==> src/design/hrf_pkg.sv <==
package hrf_pkg;

  // Width of the Content-Length accumulator and the body byte counter
  localparam int LENGTH_WIDTH = 32;

  // Parse phases
  localparam logic [3:0] PH_IDLE    = 4'd0;
  localparam logic [3:0] PH_METHOD  = 4'd1;
  localparam logic [3:0] PH_PATH    = 4'd2;
  localparam logic [3:0] PH_VERSION = 4'd3;
  localparam logic [3:0] PH_HNAME   = 4'd4;
  localparam logic [3:0] PH_HVALUE  = 4'd5;
  localparam logic [3:0] PH_CR      = 4'd6;
  localparam logic [3:0] PH_CRLF    = 4'd7;
  localparam logic [3:0] PH_CRLFCR  = 4'd8;
  localparam logic [3:0] PH_BODY    = 4'd9;
  localparam logic [3:0] PH_DONE    = 4'd10;
  localparam logic [3:0] PH_ERROR   = 4'd11;

  // Content-Length value sub-phases
  localparam logic [1:0] VP_SKIP  = 2'd0;
  localparam logic [1:0] VP_SIGN  = 2'd1;
  localparam logic [1:0] VP_DIGIT = 2'd2;
  localparam logic [1:0] VP_STOP  = 2'd3;

  // Field tags
  localparam logic [2:0] TAG_DELIM   = 3'd0;
  localparam logic [2:0] TAG_METHOD  = 3'd1;
  localparam logic [2:0] TAG_PATH    = 3'd2;
  localparam logic [2:0] TAG_VERSION = 3'd3;
  localparam logic [2:0] TAG_HNAME   = 3'd4;
  localparam logic [2:0] TAG_HVALUE  = 3'd5;
  localparam logic [2:0] TAG_BODY    = 3'd6;

  // Status codes
  localparam logic [1:0] ST_RUN   = 2'd0;
  localparam logic [1:0] ST_DONE  = 2'd1;
  localparam logic [1:0] ST_ERROR = 2'd2;

  // Characters
  localparam logic [7:0] CH_SPACE = 8'h20;
  localparam logic [7:0] CH_COLON = 8'h3A;
  localparam logic [7:0] CH_CR    = 8'h0D;
  localparam logic [7:0] CH_LF    = 8'h0A;
  localparam logic [7:0] CH_PLUS  = 8'h2B;
  localparam logic [7:0] CH_ZERO  = 8'h30;

  localparam logic [3:0] CL_LEN = 4'd14;

  typedef struct packed {
    logic       restart;
    logic [7:0] data_byte;
  } hrf_item_t;

  typedef struct packed {
    logic        byte_accepted;
    logic [7:0]  byte_out;
    logic [2:0]  field_tag;
    logic        field_end;
    logic [1:0]  status;
    logic [31:0] body_length;
    logic        length_known;
  } hrf_result_t;

  // Characters of "Content-Length", by position
  function automatic logic [7:0] cl_char(input logic [3:0] pos);
    logic [7:0] ch;
    case (pos)
      4'd0:  ch = 8'h43; // C
      4'd1:  ch = 8'h6F; // o
      4'd2:  ch = 8'h6E; // n
      4'd3:  ch = 8'h74; // t
      4'd4:  ch = 8'h65; // e
      4'd5:  ch = 8'h6E; // n
      4'd6:  ch = 8'h74; // t
      4'd7:  ch = 8'h2D; // -
      4'd8:  ch = 8'h4C; // L
      4'd9:  ch = 8'h65; // e
      4'd10: ch = 8'h6E; // n
      4'd11: ch = 8'h67; // g
      4'd12: ch = 8'h74; // t
      4'd13: ch = 8'h68; // h
      default: ch = 8'h00;
    endcase
    return ch;
  endfunction

endpackage

==> src/design/hrf_in_reg.sv <==
module hrf_in_reg (
  input  logic              clk,
  input  logic              rst,
  input  logic              s_valid,
  output logic              s_ready,
  input  hrf_pkg::hrf_item_t s_item,
  input  logic              take,
  output logic              valid,
  output hrf_pkg::hrf_item_t item
);
  import hrf_pkg::*;

  // Refill in the same cycle the held item moves on
  assign s_ready = !valid || take;

  always_ff @(posedge clk) begin
    if (rst) begin
      valid <= 1'b0;
    end else if (s_ready) begin
      valid <= s_valid;
    end
  end

  always_ff @(posedge clk) begin
    if (s_ready && s_valid) begin
      item <= s_item;
    end
  end

endmodule

==> src/design/hrf_parser.sv <==
module hrf_parser (
  input  logic                clk,
  input  logic                rst,
  input  logic                advance,
  input  hrf_pkg::hrf_item_t   item,
  output hrf_pkg::hrf_result_t result
);
  import hrf_pkg::*;

  localparam int W = LENGTH_WIDTH;

  logic [3:0]   parse_phase, parse_phase_next;
  logic [3:0]   name_match_pos, name_match_pos_next;
  logic         name_mismatch, name_mismatch_next;
  logic         length_seen, length_seen_next;
  logic [1:0]   value_phase, value_phase_next;
  logic         digit_seen, digit_seen_next;
  logic [W-1:0] length_accum, length_accum_next;
  logic [W-1:0] body_count, body_count_next;

  logic [7:0]   c;
  logic         is_dig, is_ws, hdr_len, name_hit, name_hit_first;
  logic [3:0]   dval;
  logic [W+3:0] acc_ext;
  logic         acc_ovf;
  logic [2:0]   tag;
  logic         fend;
  logic         accepted;

  assign c      = item.data_byte;
  assign is_dig = c inside {[8'h30:8'h39]};
  assign is_ws  = (c == CH_SPACE) || (c inside {[8'h09:8'h0C]});
  assign dval   = 4'(c - CH_ZERO);

  // accum*10 + d as shift-add; any bit above W means overflow
  assign acc_ext = ({4'b0, length_accum} << 3) + ({4'b0, length_accum} << 1)
                 + {{W{1'b0}}, dval};
  assign acc_ovf = |acc_ext[W+3:W];

  assign hdr_len = !name_mismatch && (name_match_pos == CL_LEN) && !length_seen;
  assign name_hit = !name_mismatch && (name_match_pos < CL_LEN)
                  && (c == cl_char(name_match_pos));
  assign name_hit_first = (c == cl_char(4'd0));

  always_comb begin
    parse_phase_next    = parse_phase;
    name_match_pos_next = name_match_pos;
    name_mismatch_next  = name_mismatch;
    length_seen_next    = length_seen;
    value_phase_next    = value_phase;
    digit_seen_next     = digit_seen;
    length_accum_next   = length_accum;
    body_count_next     = body_count;
    tag      = TAG_DELIM;
    fend     = 1'b0;
    accepted = 1'b1;

    if (item.restart) begin
      parse_phase_next    = PH_IDLE;
      name_match_pos_next = '0;
      name_mismatch_next  = 1'b0;
      length_seen_next    = 1'b0;
      value_phase_next    = VP_SKIP;
      digit_seen_next     = 1'b0;
      length_accum_next   = '0;
      body_count_next     = '0;
      accepted            = 1'b0;
    end else if (parse_phase >= PH_DONE) begin
      accepted = 1'b0;
    end else begin
      case (parse_phase)
        PH_IDLE, PH_METHOD, PH_PATH: begin
          if (c == CH_SPACE) begin
            fend = 1'b1;
            parse_phase_next = (parse_phase == PH_PATH) ? PH_VERSION : PH_PATH;
          end else if (c == CH_CR || c == CH_LF) begin
            parse_phase_next = PH_ERROR;
          end else begin
            tag = (parse_phase == PH_PATH) ? TAG_PATH : TAG_METHOD;
            parse_phase_next = (parse_phase == PH_PATH) ? PH_PATH : PH_METHOD;
          end
        end
        PH_VERSION: begin
          if (c == CH_CR) begin
            fend = 1'b1;
            parse_phase_next = PH_CR;
          end else if (c == CH_LF) begin
            parse_phase_next = PH_ERROR;
          end else begin
            tag = TAG_VERSION;
          end
        end
        PH_HNAME: begin
          if (c == CH_COLON) begin
            fend = 1'b1;
            parse_phase_next = PH_HVALUE;
            value_phase_next = VP_SKIP;
          end else if (c == CH_CR || c == CH_LF) begin
            parse_phase_next = PH_ERROR;
          end else begin
            tag = TAG_HNAME;
            if (name_hit) name_match_pos_next = name_match_pos + 4'd1;
            else          name_mismatch_next  = 1'b1;
          end
        end
        PH_HVALUE: begin
          if (c == CH_CR) begin
            if (hdr_len && !digit_seen) begin
              parse_phase_next = PH_ERROR;
            end else begin
              if (hdr_len) length_seen_next = 1'b1;
              fend = 1'b1;
              parse_phase_next = PH_CR;
            end
          end else begin
            tag = TAG_HVALUE;
            if (hdr_len) begin
              case (value_phase)
                VP_SKIP, VP_SIGN, VP_DIGIT: begin
                  if (is_dig) begin
                    if (acc_ovf) begin
                      value_phase_next = VP_STOP;
                      digit_seen_next  = 1'b0;
                    end else begin
                      length_accum_next = acc_ext[W-1:0];
                      digit_seen_next   = 1'b1;
                      value_phase_next  = VP_DIGIT;
                    end
                  end else if (value_phase == VP_DIGIT) begin
                    value_phase_next = VP_STOP;
                  end else if (value_phase == VP_SKIP && is_ws) begin
                    value_phase_next = VP_SKIP;
                  end else if (value_phase == VP_SKIP && c == CH_PLUS) begin
                    value_phase_next = VP_SIGN;
                  end else begin
                    value_phase_next = VP_STOP;
                    digit_seen_next  = 1'b0;
                  end
                end
                default: ;
              endcase
            end
          end
        end
        PH_CR: begin
          parse_phase_next = (c == CH_LF) ? PH_CRLF : PH_ERROR;
        end
        PH_CRLF: begin
          if (c == CH_CR) begin
            parse_phase_next = PH_CRLFCR;
          end else begin
            tag = TAG_HNAME;
            parse_phase_next    = PH_HNAME;
            name_match_pos_next = name_hit_first ? 4'd1 : 4'd0;
            name_mismatch_next  = !name_hit_first;
          end
        end
        PH_CRLFCR: begin
          if (c == CH_LF) begin
            parse_phase_next = (length_seen && (length_accum != '0)) ? PH_BODY : PH_DONE;
          end else begin
            parse_phase_next = PH_ERROR;
          end
        end
        default: begin // body
          tag = TAG_BODY;
          if (body_count < length_accum) body_count_next = body_count + W'(1);
          if (body_count_next == length_accum) parse_phase_next = PH_DONE;
        end
      endcase
      if (parse_phase_next == PH_ERROR) begin
        tag  = TAG_DELIM;
        fend = 1'b0;
      end
    end
  end

  always_comb begin
    result.byte_accepted = accepted;
    result.byte_out      = accepted ? c : 8'h00;
    result.field_tag     = tag;
    result.field_end     = fend;
    result.status        = (parse_phase_next == PH_DONE) ? ST_DONE :
                           (parse_phase_next > PH_DONE)  ? ST_ERROR : ST_RUN;
    result.body_length   = 32'(length_accum_next);
    result.length_known  = length_seen_next;
  end

  always_ff @(posedge clk) begin
    if (rst) begin
      parse_phase    <= PH_IDLE;
      name_match_pos <= '0;
      name_mismatch  <= 1'b0;
      length_seen    <= 1'b0;
      value_phase    <= VP_SKIP;
      digit_seen     <= 1'b0;
      length_accum   <= '0;
      body_count     <= '0;
    end else if (advance) begin
      parse_phase    <= parse_phase_next;
      name_match_pos <= name_match_pos_next;
      name_mismatch  <= name_mismatch_next;
      length_seen    <= length_seen_next;
      value_phase    <= value_phase_next;
      digit_seen     <= digit_seen_next;
      length_accum   <= length_accum_next;
      body_count     <= body_count_next;
    end
  end

endmodule

==> src/design/hrf_out_reg.sv <==
module hrf_out_reg (
  input  logic                clk,
  input  logic                rst,
  input  logic                load,
  input  hrf_pkg::hrf_result_t result,
  output logic                space,
  output logic                m_valid,
  input  logic                m_ready,
  output hrf_pkg::hrf_result_t m_result
);
  import hrf_pkg::*;

  assign space = !m_valid || m_ready;

  always_ff @(posedge clk) begin
    if (rst) begin
      m_valid <= 1'b0;
    end else if (space) begin
      m_valid <= load;
    end
  end

  always_ff @(posedge clk) begin
    if (load) begin
      m_result <= result;
    end
  end

endmodule

==> src/design/http_request_framer_core.sv <==
// Channel   Dir  Payload
// s_*       in   tuser[0] restart, tdata[7:0] request byte
// m_*       out  tuser[2:0] field tag, tlast field end, tdata status/length/echo
//
// Each input transfer fills the input register; the item then updates the parser
// state and enters the result register when it has space. One item per cycle
// sustained while m_tready is high; the per-byte parser state update is
// combinational (shift-add times ten plus compare). Reset (rst, synchronous)
// clears both valid flags and all parser state. A stalled m_tready holds the
// result; the input register absorbs one more transfer before s_tready drops.
module http_request_framer_core (
  input  logic        clk,
  input  logic        rst,
  input  logic        s_tvalid,
  output logic        s_tready,
  input  logic [7:0]  s_tdata,   // [7:0] data_byte
  input  logic [0:0]  s_tuser,   // [0] req_type (1 = restart)
  output logic        m_tvalid,
  input  logic        m_tready,
  output logic [47:0] m_tdata,   // [0] byte_accepted, [8:1] byte_out, [10:9] status,
                                 // [42:11] body_length, [43] length_known, [47:44] zero
  output logic [2:0]  m_tuser,   // [2:0] field_tag
  output logic        m_tlast    // field_end
);
  import hrf_pkg::*;

  hrf_item_t   s_item, item;
  hrf_result_t result, m_result;
  logic        in_valid, space, advance;

  assign s_item.restart   = s_tuser[0];
  assign s_item.data_byte = s_tdata;

  // Item moves from input register into result register and updates state
  assign advance = in_valid && space;

  hrf_in_reg u_in (
    .clk     (clk),
    .rst     (rst),
    .s_valid (s_tvalid),
    .s_ready (s_tready),
    .s_item  (s_item),
    .take    (advance),
    .valid   (in_valid),
    .item    (item)
  );

  hrf_parser u_parser (
    .clk     (clk),
    .rst     (rst),
    .advance (advance),
    .item    (item),
    .result  (result)
  );

  hrf_out_reg u_out (
    .clk      (clk),
    .rst      (rst),
    .load     (advance),
    .result   (result),
    .space    (space),
    .m_valid  (m_tvalid),
    .m_ready  (m_tready),
    .m_result (m_result)
  );

  assign m_tdata = {4'b0000, m_result.length_known, m_result.body_length,
                    m_result.status, m_result.byte_out, m_result.byte_accepted};
  assign m_tuser = m_result.field_tag;
  assign m_tlast = m_result.field_end;

`ifndef SYNTHESIS
  // A processed item always shows up as a result the next cycle
  a_adv_to_out: assert property (@(posedge clk) disable iff (rst)
    advance |=> m_tvalid)
    else $error("processed item did not reach result register");

  // Restart gives an all-zero result
  a_restart_clear: assert property (@(posedge clk) disable iff (rst)
    (advance && item.restart) |=> (m_tdata == '0 && m_tuser == TAG_DELIM && !m_tlast))
    else $error("restart result not cleared");

  // Field end only ever marks a delimiter byte that was consumed
  a_fend_delim: assert property (@(posedge clk) disable iff (rst)
    (m_tvalid && m_tlast) |-> (m_tuser == TAG_DELIM && m_tdata[0]))
    else $error("field end on non-delimiter");

  // A held input item is not overwritten while the result side is stalled
  a_in_hold: assert property (@(posedge clk) disable iff (rst)
    (in_valid && !advance) |=> (in_valid && $stable(item)))
    else $error("held input item lost");
`endif

endmodule

==> config.mk <==
export PLATFORM = sky130hd
export DESIGN_NAME = http_request_framer_core
export DESIGN_NICKNAME = d
export VERILOG_FILES = /design/src/design/hrf_pkg.sv /design/src/design/hrf_in_reg.sv /design/src/design/hrf_parser.sv /design/src/design/hrf_out_reg.sv /design/src/design/http_request_framer_core.sv
export SDC_FILE = /design/constraint.sdc
export NUM_CORES = 1
export LEC_CHECK = 0
export BUFFER_PORTS_ARGS = -buffer_cell sky130_fd_sc_hd__buf_2
export CORE_MARGIN = 3
export CORE_UTILIZATION = 40
export DETAILED_ROUTE_END_ITERATION = 12
export SYNTH_ARGS = -nofsm -noshare
export SYNTH_HDL_FRONTEND = slang
export SYNTH_SLANG_ARGS = --single-unit
==> constraint.sdc <==
create_clock -name clk -period 8.3 [get_ports clk]
set_input_delay 0.83 -clock clk [delete_from_list [all_inputs] [get_ports clk]]
set_output_delay 0.83 -clock clk [all_outputs]
set_load 0.1 [all_outputs]
==> Yosys cells after proc, flatten, opt, wreduce, memory -nomap -nowiden <==
Memories as Yosys holds them, arrays and structs flattened. A register that Yosys moved wholly into a read port is not among the register bits.
Cells that the tools add are included.
W data, S select, Z words.
{ "op_classes": {"n_addsub": 5, "n_lt_le_gt_ge": 8, "n_eq_ne": 36, "n_mux": 100, "reduce_logical": 41} }
{ "op_table": {"columns": ["operator", "n"], "rows": [
  ["$mux W32", 15],
  ["$mux W4", 24],
  ["$add A35 B33 Y36", 1],
  ["$add A36 B4 Y36", 1],
  ["$mux W1", 33],
  ["$add A32 B1 Y32 const B", 1],
  ["$eq A32 B32 Y1", 1],
  ["$lt A32 B32 Y1", 1],
  ["$reduce_bool A32 Y1", 1],
  ["$mux W2", 15],
  ["$pmux W4 S7", 1],
  ["$eq A8 B6 Y1 const B", 3],
  ["$mux W3", 7],
  ["$reduce_and A7 Y1", 3],
  ["$ne A3 B2 Y1 const B", 6],
  ["$ne A3 B3 Y1 const B", 6],
  ["$pmux W3 S6", 1],
  ["$eq A4 B3 Y1 const B", 4],
  ["$eq A4 B4 Y1 const B", 4],
  ["$eq A8 B4 Y1 const B", 2],
  ["$logic_and A1 B1 Y1", 12],
  ["$reduce_and A9 Y1", 1],
  ["$reduce_or A3 Y1", 3],
  ["$reduce_or A9 Y1", 1],
  ["30 further kinds", 43]
]} }
{ "totals": {"register_bits": 136, "mem_bits_ro": 112, "input_bits": 13, "out_inout_bits": 54, "word_cells": 210, "mem_count": 1} }
{ "mem_list": {"columns": ["name", "words", "width", "rd", "rd_ports_with_merged_regs", "write_ports", "line", "text"], "rows": [
  ["(no name shown)", 16, 7, 1, 1, 0, "hrf_pkg.sv:68", "case (pos)"]
]} }

==> Longest topological paths before layout <==
Gate-level depths: netlist of the first run.
{ "logic_depth": {"word_depth": 14, "depth_mapped": 19, "ltp_nobuf": 15} }

==> Modules after synthesis <==
Synthesis of the first run repeated with hierarchy kept, for this count alone.
{ "unflattened": {"hier_cells": 1306, "hier_area_um2": 10943.0} }
{ "by_module_without_submodules": {"columns": ["module", "instances", "cells_per_inst", "area_each_um2", "seq_area_each_um2"], "rows": [
  ["hrf_parser", 1, 1234, 9090.0, 1681.6],
  ["hrf_out_reg", 1, 52, 1487.7, 1461.4],
  ["hrf_in_reg", 1, 14, 325.3, 290.3],
  ["http_request_framer_core", 1, 6, 40.0, 0.0]
]} }

==> Worst setup path after synthesis of the first run <==
OpenSTA, ideal clock, no wires.
{ "synth_timing": {"kind": "reg2reg", "from": "register, netlist name u_in.item[3]", "to": "register, netlist name u_out.m_result[2]", "setup_time_ns": 0.270, "arrival_ns": 4.323, "required_time_ns": 8.030, "slack_ns": 3.707, "path_stages_with_launch": 18, "path_buffers": 3, "synth_period_minus_slack_ns": 4.593, "cell_sequence": "edfxtp_1 > clkbuf_1 > inv_1 > fa_1 > inv_1 > fa_1 > a21o_1 > a21oi_1 > o21ai_1 > a41oi_2 > o21ai_1 > a311o_1 > a311o_2 > or4_1 > clkbuf_1 > buf_2 > nand2_1 > a21oi_1"} }

==> metrics.txt, run 1 <==
post-CTS setup buffer count 0; worst-margin pin slew 1.21 ns; Max Cap Violations 0; final worst path period share 64.5%; routability cong. 0.898; post-route DRC violation count 0; global-route usage over all layers 22.7%; Post-Syn Area 11300 um2; Main synth FF type dfxtp_1; CP Cell Sequence inv_1 > fa_1 > inv_1 > fa_1 > a21o_1 > a21oi_1 > o21ai_1 > a41oi_2 > o21ai_1 > a311o_1 > a311o_2 > or4_1 > buf_4 > nand2_1 > a21oi_1; root buffer cell clkbuf_16; antenna violations before repair 0; RSZ-0062 raised after global routing no; diode count 0; WP depth 15; hold crit path type flop to flop; CTS Sinks 143; Skew-Pair Late Insertion Delay 0.44 ns; slowest CP cell or4_1; max-slew violations 0; Hold Path Depth 2; CTS tree done; Syn Inst Count 1415; Seq/Total Area, Yosys 30.3%; Critical Path Start Type flop; Mapped Avg Cell Area 8.00 um2; DRT Wirelength 35200 um; library cells used by synthesis 70; Worst Skew 0.0167 ns; Pwr per Cell Area 138 nW/um2; largest stage delay on the critical path 0.84 ns; setup TNS 0 ns; Clock Pin Slew Worst Setup and Hold Paths 0.07 ns; final hold viol count 0; CTS resizes 0; core area 27400 um2; endpoints failing setup 0; family with the most delay on the worst path compound AO/OA/AOI/OAI gates; Via density 6.05; Rel. slew slack 19.0%; I/O Buffers 62; WP data arrival 5.50 ns; Post-synth EDFFs 57; min Tclk post-route 5.35 ns; Post-layout nets 1543; cts hold-fix bufs 0; Ys Warns 0; Yosys reg bits 143; fraction of registers with async set/reset 0%; leak pwr 0.00485 uW; DR iter-0 viols 928; layout cells sized above 1 9.18%; per-cell routed wire length 19.5 um; Req. time, crit path 8.44 ns; total number of H-tree levels 4; dpl cells 1778; via count 10.9k; area delta synth->final 10.3%; crit-path max FO 17; Setup CP Type flop to flop; Ports 67; cell row count 60; reg-to-reg slack, setup 2.95 ns; CTS Buf Count 17; DP HPWL 25200 um; GRT Residual Overflow 0; Worst Reg-to-Reg Cells 15; Die X-Extent 174 um; Initial Util 41.3%; Max Clk Rate 187 MHz; first-pass GRT wire length 56000 um; status finished, final reports clean; die outline area 30400 um2; endpoint class of the critical path flop; Post-Layout Cell Count 1810; number of global-route vias before repair 9891; CTS max path bufs 2; critical path buffer and inverter count 3; Final ANT Viol Nets 0; peak supply drop 0.0954 mV; DRT Pass-1 Iters 5; largest net degree at the start of global routing 83; Die Y 174 um
layout by cell type (no fill, tap or decap), drive strengths merged, types with 10 or more instances in the layout:
cell and count:
a211oi 14, a21o 17, a21oi 148, a311o 27
a31oi 22, and3 20, buf 76, clkbuf 17
dfxtp 86, edfxtp 57, ha 103, inv 65
nand2 149, nand2b 13, nand3 38, nand3b 10
nand4 29, nor2 102, nor2b 18, nor3 58
nor4 49, o21ai 81, or3 20, xnor2 43
xor2 44
Yosys cell counts, types with 5 or more instances:
cell type	count	area (um2)
a2111oi_0	5	43.8
a211oi_1	14	105
a21o_1	17	128
a21oi_1	148	741
a22oi_1	7	52.6
a311o_1	26	260
a31oi_1	22	138
and2_1	8	50.1
and3_1	20	125
and4_1	5	43.8
buf_2	11	55.1
buf_4	7	52.6
clkbuf_1	67	251
dfxtp_1	86	1720
edfxtp_1	57	1710
ha_1	103	1290
inv_1	56	210
mux2i_1	5	50.1
nand2_1	149	559
nand2b_1	13	81.3
nand3_1	38	190
nand3b_1	10	75.1
nand4_1	29	181
nand4b_1	5	43.8
nor2_1	102	383
nor2b_1	18	113
nor3_1	58	290
nor3b_1	8	60.1
nor4_1	46	288
o211ai_1	5	37.5
o21a_1	5	37.5
o21ai_0	78	390
o21bai_1	6	45.0
o22ai_1	8	50.1
or2_2	7	43.8
or3_1	20	125
or4_1	5	37.5
xnor2_1	43	377
xor2_1	44	385
layer usage:
metal	GRT usage, %	part of all wire (%)	vias up
li1	-	-	5260
met1	34.0	48	5232
met2	34.1	43	408
met3	3.01	6.9	43
met4	6.10	1.8	0
met5	0	0	-
kinds of logic (layout without fill, tap and decap cells):
family                     count (synthesis)  count (layout)  share of synthesized area [%]
AOI/OAI and AO/OA                        374             374                           20.5
xor gates and xnor gates                  87              87                           6.73
adders and majority gates                105             105                           11.7
buffers and inverters                    145             165                           5.16
DFF                                      143             143                           30.3
muxes                                      7               7                          0.641
other                                      1               4                         0.0331
and+or+nand+nor                          553             553                           24.9
registers in the layout (all words and copies together) (netlist names), named ones only:
name and flops:
u_out.m_result 48, u_parser.length_seen 1, u_parser.name_match_pos 4, u_parser.value_phase 2, u_out.m_valid 1, u_in.item 9, u_parser.parse_phase 4, u_parser.length_accum 32
u_parser.body_count 32, u_parser.name_mismatch 1, u_in.valid 1, u_parser.digit_seen 1
metrics by stage:
stage / total power, uW / area (um2) / worst slack, ns / hold WS (ns) / utilization (%)
2_1_floorplan: 891 / 11300 / 3.71 / 0.444 / -
3_3_place_gp: 922 / 11900 / 3.14 / 0.470 / 43.3
3_5_place_dp: 922 / 11900 / 3.02 / 0.475 / 43.3
4_1_cts: 1730 / 12500 / 2.99 / 0.494 / 45.6
5_1_grt: 1770 / 12500 / 2.69 / 0.519 / 45.6
6_report: 1730 / 12500 / 2.95 / 0.502 / 45.6
report_power, final:
group	internal (uW)	leakage [uW]	switching (uW)
Combinational	21.9	0.00331	131
Clock	416	0.000303	404
Sequential	743	0.00124	10.2
layout make-up:
class / instances / area [um2]
Inverter: 57 / 214
Clock inverter: 15 / 204
Clock buffer: 17 / 425
Timing Repair Buffer: 76 / 418
Multi-Input combinational cell: 1130 / 7320
Fill cell: 2677 / 14900
Sequential cell: 143 / 3430
Tap cell: 372 / 465
path summary, 6_finish.rpt:
kind / start / endpoint
worst min-delay path: u_parser.name_mismatch / u_parser.name_mismatch
worst max register to register: u_in.item[3] / u_out.m_result[1]
worst max-delay path: u_in.item[3] / u_out.m_result[1]
worst min register to register: u_parser.name_mismatch / u_parser.name_mismatch
tightest hold or removal path, stage by stage, from the launching register on:
cell,delay (ns)
dfxtp_1,0.33
nand2_1,0.06
a21oi_1,0.06
Power figures use the tool's default switching activity.
==> run 2: changes to the inputs <==
==> constraint.sdc (replaced) <==
create_clock -name clk -period 4.45 [get_ports clk]
set_input_delay 0.445 -clock clk [delete_from_list [all_inputs] [get_ports clk]]
set_output_delay 0.445 -clock clk [all_outputs]
set_load 0.1 [all_outputs]
==> run 2 against run 1 <==
Non-clock buffer count increased by 71. Global-route usage rose by 0.77 points. Die area is the same. Sequential share of layout area fell by 1.4 points. Worst hold slack worse by 0.33 ns. Via count increased by 3.2%. Critical path type unchanged. Highest routed layer unchanged.
==> metrics.txt, run 2 (synthesis results as in run 1) <==
GR peak layer met1; dpl cells 1844 (+3.7%); M1 GR Usage 35.6% (+1.6 points); DP HPWL 26900 um (+6.6%); final worst path period share 95.7% (+31 points); leak pwr 0.00524 uW (+8.0%); Setup WS pre-CTS -0.00307 ns (-3.02 ns); max-slew violations 0 (unchanged); crit-path max FO 6 (-11); Die Y 174 um (unchanged); hold_sp s_tdata[6]; worst-margin pin slew 1.06 ns (-0.150 ns); I/O Buffers 62 (unchanged); Initial Util 41.3% (unchanged); Setup CP Type flop to flop; CTS Buf Count 17 (unchanged); CTS max path bufs 2 (unchanged); endpoint class of the critical path flop; Via density 6.00 (-0.74%); Skew-Pair Late Insertion Delay 0.44 ns (about the same); met3 Track Usage GR 2.71% (-0.31 points); first-pass GRT wire length 57900 um (+3.3%); global-route usage over all layers 23.5% (+0.77 points); post-route DRC violation count 0 (unchanged); Worst Skew 0.0189 ns (+0.00220 ns); layout cells sized above 1 14.4% (+5.2 points); via count 11.3k (+3.2%); Rel. slew slack 29.6% (+11 points); cts hold-fix bufs 0 (unchanged); multi-input logic area 7400 um2 (+0.99%); largest net degree at the start of global routing 82 (-1.2%); Critical Path Start Type flop; Pwr per Cell Area 243 nW/um2 (+76%); routability cong. 0.915 (+1.9%); cell row count 60 (unchanged); diode count 0 (unchanged); Clock Pin Slew Worst Setup and Hold Paths 0.08 ns (about the same); GRT Residual Overflow 0 (unchanged); Overall Power 3200 uW (+86%); Biggest register u_out.m_result; Regs by FF count u_out.m_result: 48 flops, u_parser.body_count: 32 flops, u_parser.length_accum: 32 flops; root buffer cell clkbuf_16; Die X-Extent 174 um (unchanged); Max Cap Violations 0 (unchanged); number of global-route vias before repair 10.2k (+3.5%); core area 27400 um2 (unchanged); max FFs per register 48 (unchanged); antenna violations before repair 0 (unchanged); CTS Sinks 143 (unchanged); Post-layout nets 1614 (+4.6%); DR iter-0 viols 1091 (+18%); hold_ws 0.172 ns (-0.330 ns); Post-Layout Cell Count 1881 (+3.9%); GR Util met2 35.0% (+0.83 points); Final ANT Viol Nets 0 (unchanged); sequential cell area 3440 um2 (+0.11%); min Tclk post-route 4.26 ns (-1.09 ns); WP data arrival 4.42 ns (-1.08 ns); worst setup margin 0.191 ns (-2.76 ns); DRT Wirelength 36700 um (+4.3%); Crit Reg-Reg Startpoint u_parser.length_accum[5]; peak supply drop 0.180 mV (+88%); DRT Pass-1 Iters 7 (+2); status finished, final reports clean; final hold viol count 0 (unchanged); endpoints failing setup 0 (unchanged); Critical Path Source u_parser.length_accum[5]; commonest non-fill, non-tap cells in the layout nand2_1 (149), a21oi_1 (146), ha_1 (103), nor2_1 (102), dfxtp_1 (83); die outline area 30400 um2 (unchanged); CTS tree done; total number of H-tree levels 4 (unchanged); Filler cells 2664 (-0.49%); hold crit path type input port to flop; per-cell routed wire length 19.5 um (+0.36%); Req. time, crit path 4.62 ns (-3.82 ns); area delta synth->final 16.3%; Max Clk Rate 235 MHz (+26%); Ports 67 (unchanged); most common cell after layout, fill and taps aside nand2_1
-- run 2: cell types whose count changed in the layout (fill, tap and decap cells not counted), moves of 3 or more --
| cell | change |
|---|---|
| nor4_1 | -3 |
| buf_4 | +65 |
| dfxtp_2 | +3 |
| nor4_2 | +3 |
| dfxtp_1 | -3 |
-- run 2: final cells by class --
cell class / count / share of cell area, %
clock buffer: 17 / 3.23
clock inverter: 15 / 1.55
inverter: 57 / 1.63
multi-input combinational: 1130 / 56.2
sequential: 143 / 26.1
tap: 372 / 3.54
timing repair buffer: 147 / 7.76
-- run 2: worst paths after layout --
| kind | end | slack, ns | cells after the start |
|---|---|---|---|
| worst max-delay path | u_out.m_result[34] | 0.19 | 14 |
| worst min-delay path | u_in.item[6] | 0.17 | 1 |
| worst max register to register | u_out.m_result[34] | 0.19 | 14 |
| worst min register to register | u_parser.name_mismatch | 0.49 | 2 |
-- run 2: worst max-delay path, cell delays in order (launching register included) --
cell,delay (ns)
dfxtp_1,0.56
inv_1,0.17
ha_1,0.32
and4_1,0.20
and2_1,0.15
a211oi_1,0.27
o22ai_1,0.21
or2_2,0.40
nor4_1,0.42
buf_4,0.21
mux2i_1,0.10
nor4_1,0.37
nand4_1,0.31
nand4_1,0.19
a32oi_1,0.11
-- run 2: stage by stage --
stage          instance area (um2)  setup TNS (ns)  utilization, %
5_1_grt                      13200         -0.0778            48.0
4_1_cts                      13000               0            47.5
2_1_floorplan                11300               0               -
3_3_place_gp                 12400               0            45.2
6_report                     13200               0            48.0
3_5_place_dp                 12400        -0.00307            45.2
-- run 2: per-layer routing --
layer / up-vias / wire, um
li1: 5394 / -
met4: 0 / 787
met5: - / 0
met3: 51 / 2520
met1: 5394 / 17500
met2: 449 / 15900
-- run 2: what timing repair did --
action | in CTS | in global routing
pin swaps | 0 | 7
setup buffers | 0 | 3
resized for setup | 1 | 18
cloned | 0 | 2
endpoints found under the setup margin | 1 | 65
-- run 2: where the power goes --
| part | total (uW) | switching [uW] | internal [uW] |
|---|---|---|---|
| clock network | 1510 | 734 | 773 |
| registers | 1400 | 15.4 | 1390 |
| logic | 296 | 251 | 45.8 |
==> run 3: changes to the inputs <==
--- a/config.mk
+++ b/config.mk
@@ -9,6 +9,8 @@
 export CORE_MARGIN = 3
 export CORE_UTILIZATION = 40
 export DETAILED_ROUTE_END_ITERATION = 12
+export HOLD_SLACK_MARGIN = 0.02
+export MAX_ROUTING_LAYER = met4
 export SYNTH_ARGS = -nofsm -noshare
 export SYNTH_HDL_FRONTEND = slang
 export SYNTH_SLANG_ARGS = --single-unit
==> run 3 against run 2 <==
Largest power group unchanged. Largest cell class unchanged. Design area is essentially flat. Combinational power about the same. Final cell count increased by 0.11%. Register-to-register slack got worse by 0.04 ns.
==> metrics.txt, run 3 (synthesis results as in run 1) <==
status finished, final reports clean; commonest non-fill, non-tap cells in the layout nand2_1 (149), a21oi_1 (146), ha_1 (103), nor2_1 (102), dfxtp_1 (84); post-route DRC violation count 0 (unchanged); diode count 0 (unchanged); global-route usage over all layers 24.0% (+0.52 points); cell area after layout 13200 um2 (about the same); Min-Delay Endpoint u_in.item[2]; WP data arrival 4.61 ns (+0.19 ns); setup TNS 0 ns (unchanged); endpoints failing setup 0 (unchanged); routability cong. 0.938 (+2.5%); root buffer cell clkbuf_16; GRT Residual Overflow 0 (unchanged); Hold Path Depth 1 (unchanged); final worst path period share 96.5% (+0.80 points); I/O Buffers 62 (unchanged); Setup CP Type flop to flop; per-cell routed wire length 19.5 um (-0.14%); DRT Wirelength 36700 um (about the same); Critical Path Start Type flop; cell row count 60 (unchanged); crit-path max FO 18 (+12); Die Y 174 um (unchanged); leak pwr 0.00525 uW (+0.19%); most common cell after layout, fill and taps aside nand2_1; CTS Sinks 143 (unchanged); Max Cap Violations 0 (unchanged); DP HPWL 26900 um (-0.23%); utilization after layout 48.1% (about the same); Regs by FF count u_out.m_result: 48 flops, u_parser.body_count: 32 flops, u_parser.length_accum: 32 flops; Max Clk Rate 233 MHz (-0.83%); Clock Pin Slew Worst Setup and Hold Paths 0.08 ns (about the same); Final ANT Viol Nets 0 (unchanged); endpoint class of the critical path flop; DRT Pass-1 Iters 5 (-2); Worst Reg-to-Reg Cells 17 (+3); die outline area 30400 um2 (unchanged); CTS tree done; Via density 5.98 (-0.35%); hold_sp s_tdata[2]; dpl cells 1844 (unchanged); Overall Power 3180 uW (-0.92%); number of global-route vias before repair 10.2k (-0.18%); cts hold-fix bufs 0 (unchanged); Initial Util 41.3% (unchanged); min Tclk post-route 4.29 ns (+0.0357 ns); Rel. slew slack 29.8% (+0.18 points); Post-layout nets 1616 (+0.12%); final hold viol count 0 (unchanged); max-slew violations 0 (unchanged); max FFs per register 48 (unchanged); area delta synth->final 16.3% (about the same); hold crit path type input port to flop; layout cells sized above 1 14.4% (+0.047 points); antenna violations before repair 0 (unchanged); total number of H-tree levels 4 (unchanged); largest net degree at the start of global routing 82 (unchanged); Post-Layout Cell Count 1883 (+0.11%); core area 27400 um2 (unchanged); CTS max path bufs 2 (unchanged); peak supply drop 0.178 mV (-1.0%); Ports 67 (unchanged); Skew-Pair Late Insertion Delay 0.44 ns (about the same); Biggest register u_out.m_result; Worst Skew 0.0127 ns (-0.00615 ns); worst-margin pin slew 1.05 ns (-0.00268 ns); reg-to-reg slack, setup 0.16 ns (-0.04 ns); Req. time, crit path 4.77 ns (+0.15 ns); Pwr per Cell Area 241 nW/um2 (-0.96%); DR iter-0 viols 1042 (-4.5%); via count 11.3k (-0.25%); Crit Reg-Reg Startpoint u_parser.length_accum[20]; reg2reg end u_parser.length_accum[8]; DP Area 12400 um2 (+0.10%); first-pass GRT wire length 57000 um (-1.5%); Die X-Extent 174 um (unchanged); CTS Buf Count 17 (unchanged)
[run 3: report_power, final]
part	switching, uW	internal, uW	total (uW)
registers	15.3	1390	1400
logic	251	46.3	297
clock network	714	764	1480
total	980	2200	3180
[run 3: worst max-delay path: stages (launching register included)]
cell and delay [ns]:
dfxtp_1 0.58, ha_1 0.32, ha_1 0.39, nand3_1 0.19, buf_4 0.20, nor2_1 0.13
nand2_1 0.08, o22a_1 0.22, o21ai_1 0.08, a311o_1 0.22, buf_4 0.16, a2111oi_4 0.07
a311o_2 0.45, nor4_4 0.37, buf_4 0.22, buf_12 0.15, nor4_1 0.05, a311o_1 0.30
[run 3: cell type report]
type                            instances  area (um2)
Tap cell                              372         465
Fill cell                            2644       14200
Clock inverter                         15         184
Inverter                               57         214
Multi-Input combinational cell       1130        7410
Timing Repair Buffer                  149        1040
Sequential cell                       143        3440
Clock buffer                           17         425
[run 3: worst max-delay path by stage]
stage	startpoint	slack, ns	end
2_1_floorplan	u_in.item[3]	0.05	u_out.m_result[2]
3_3_place_gp	u_in.item[3]	0.11	u_out.m_result[30]
3_5_place_dp	u_in.item[3]	0.05	u_parser.length_accum[30]
4_1_cts	u_in.item[3]	0.02	u_parser.length_accum[30]
5_1_grt	u_in.item[3]	-0.02	u_parser.length_accum[8]
6_report	u_parser.length_accum[20]	0.16	u_parser.length_accum[8]
[run 3: per-stage QoR]
step | hold slack, ns | setup WS (ns)
3_5_place_dp | 0.465 | 0.0537
2_1_floorplan | 0.444 | 0.0550
5_1_grt | 0.168 | -0.0174
6_report | 0.179 | 0.155
4_1_cts | 0.162 | 0.0164
3_3_place_gp | 0.473 | 0.107
[run 3: per-layer routing]
metal,global-route usage (%),up-vias,part of all wire (%)
li1,-,5387,-
met1,34.9,5392,48
met2,34.5,431,43
met3,3.30,50,7.1
met4,7.17,0,2.2
met5,-,-,0
[run 3: timing repair]
action                     CTS  global route
setup endpoints to repair    0            67
buffers inserted             0             5
hold endpoints to repair     0             0
gates resized for setup      0            17
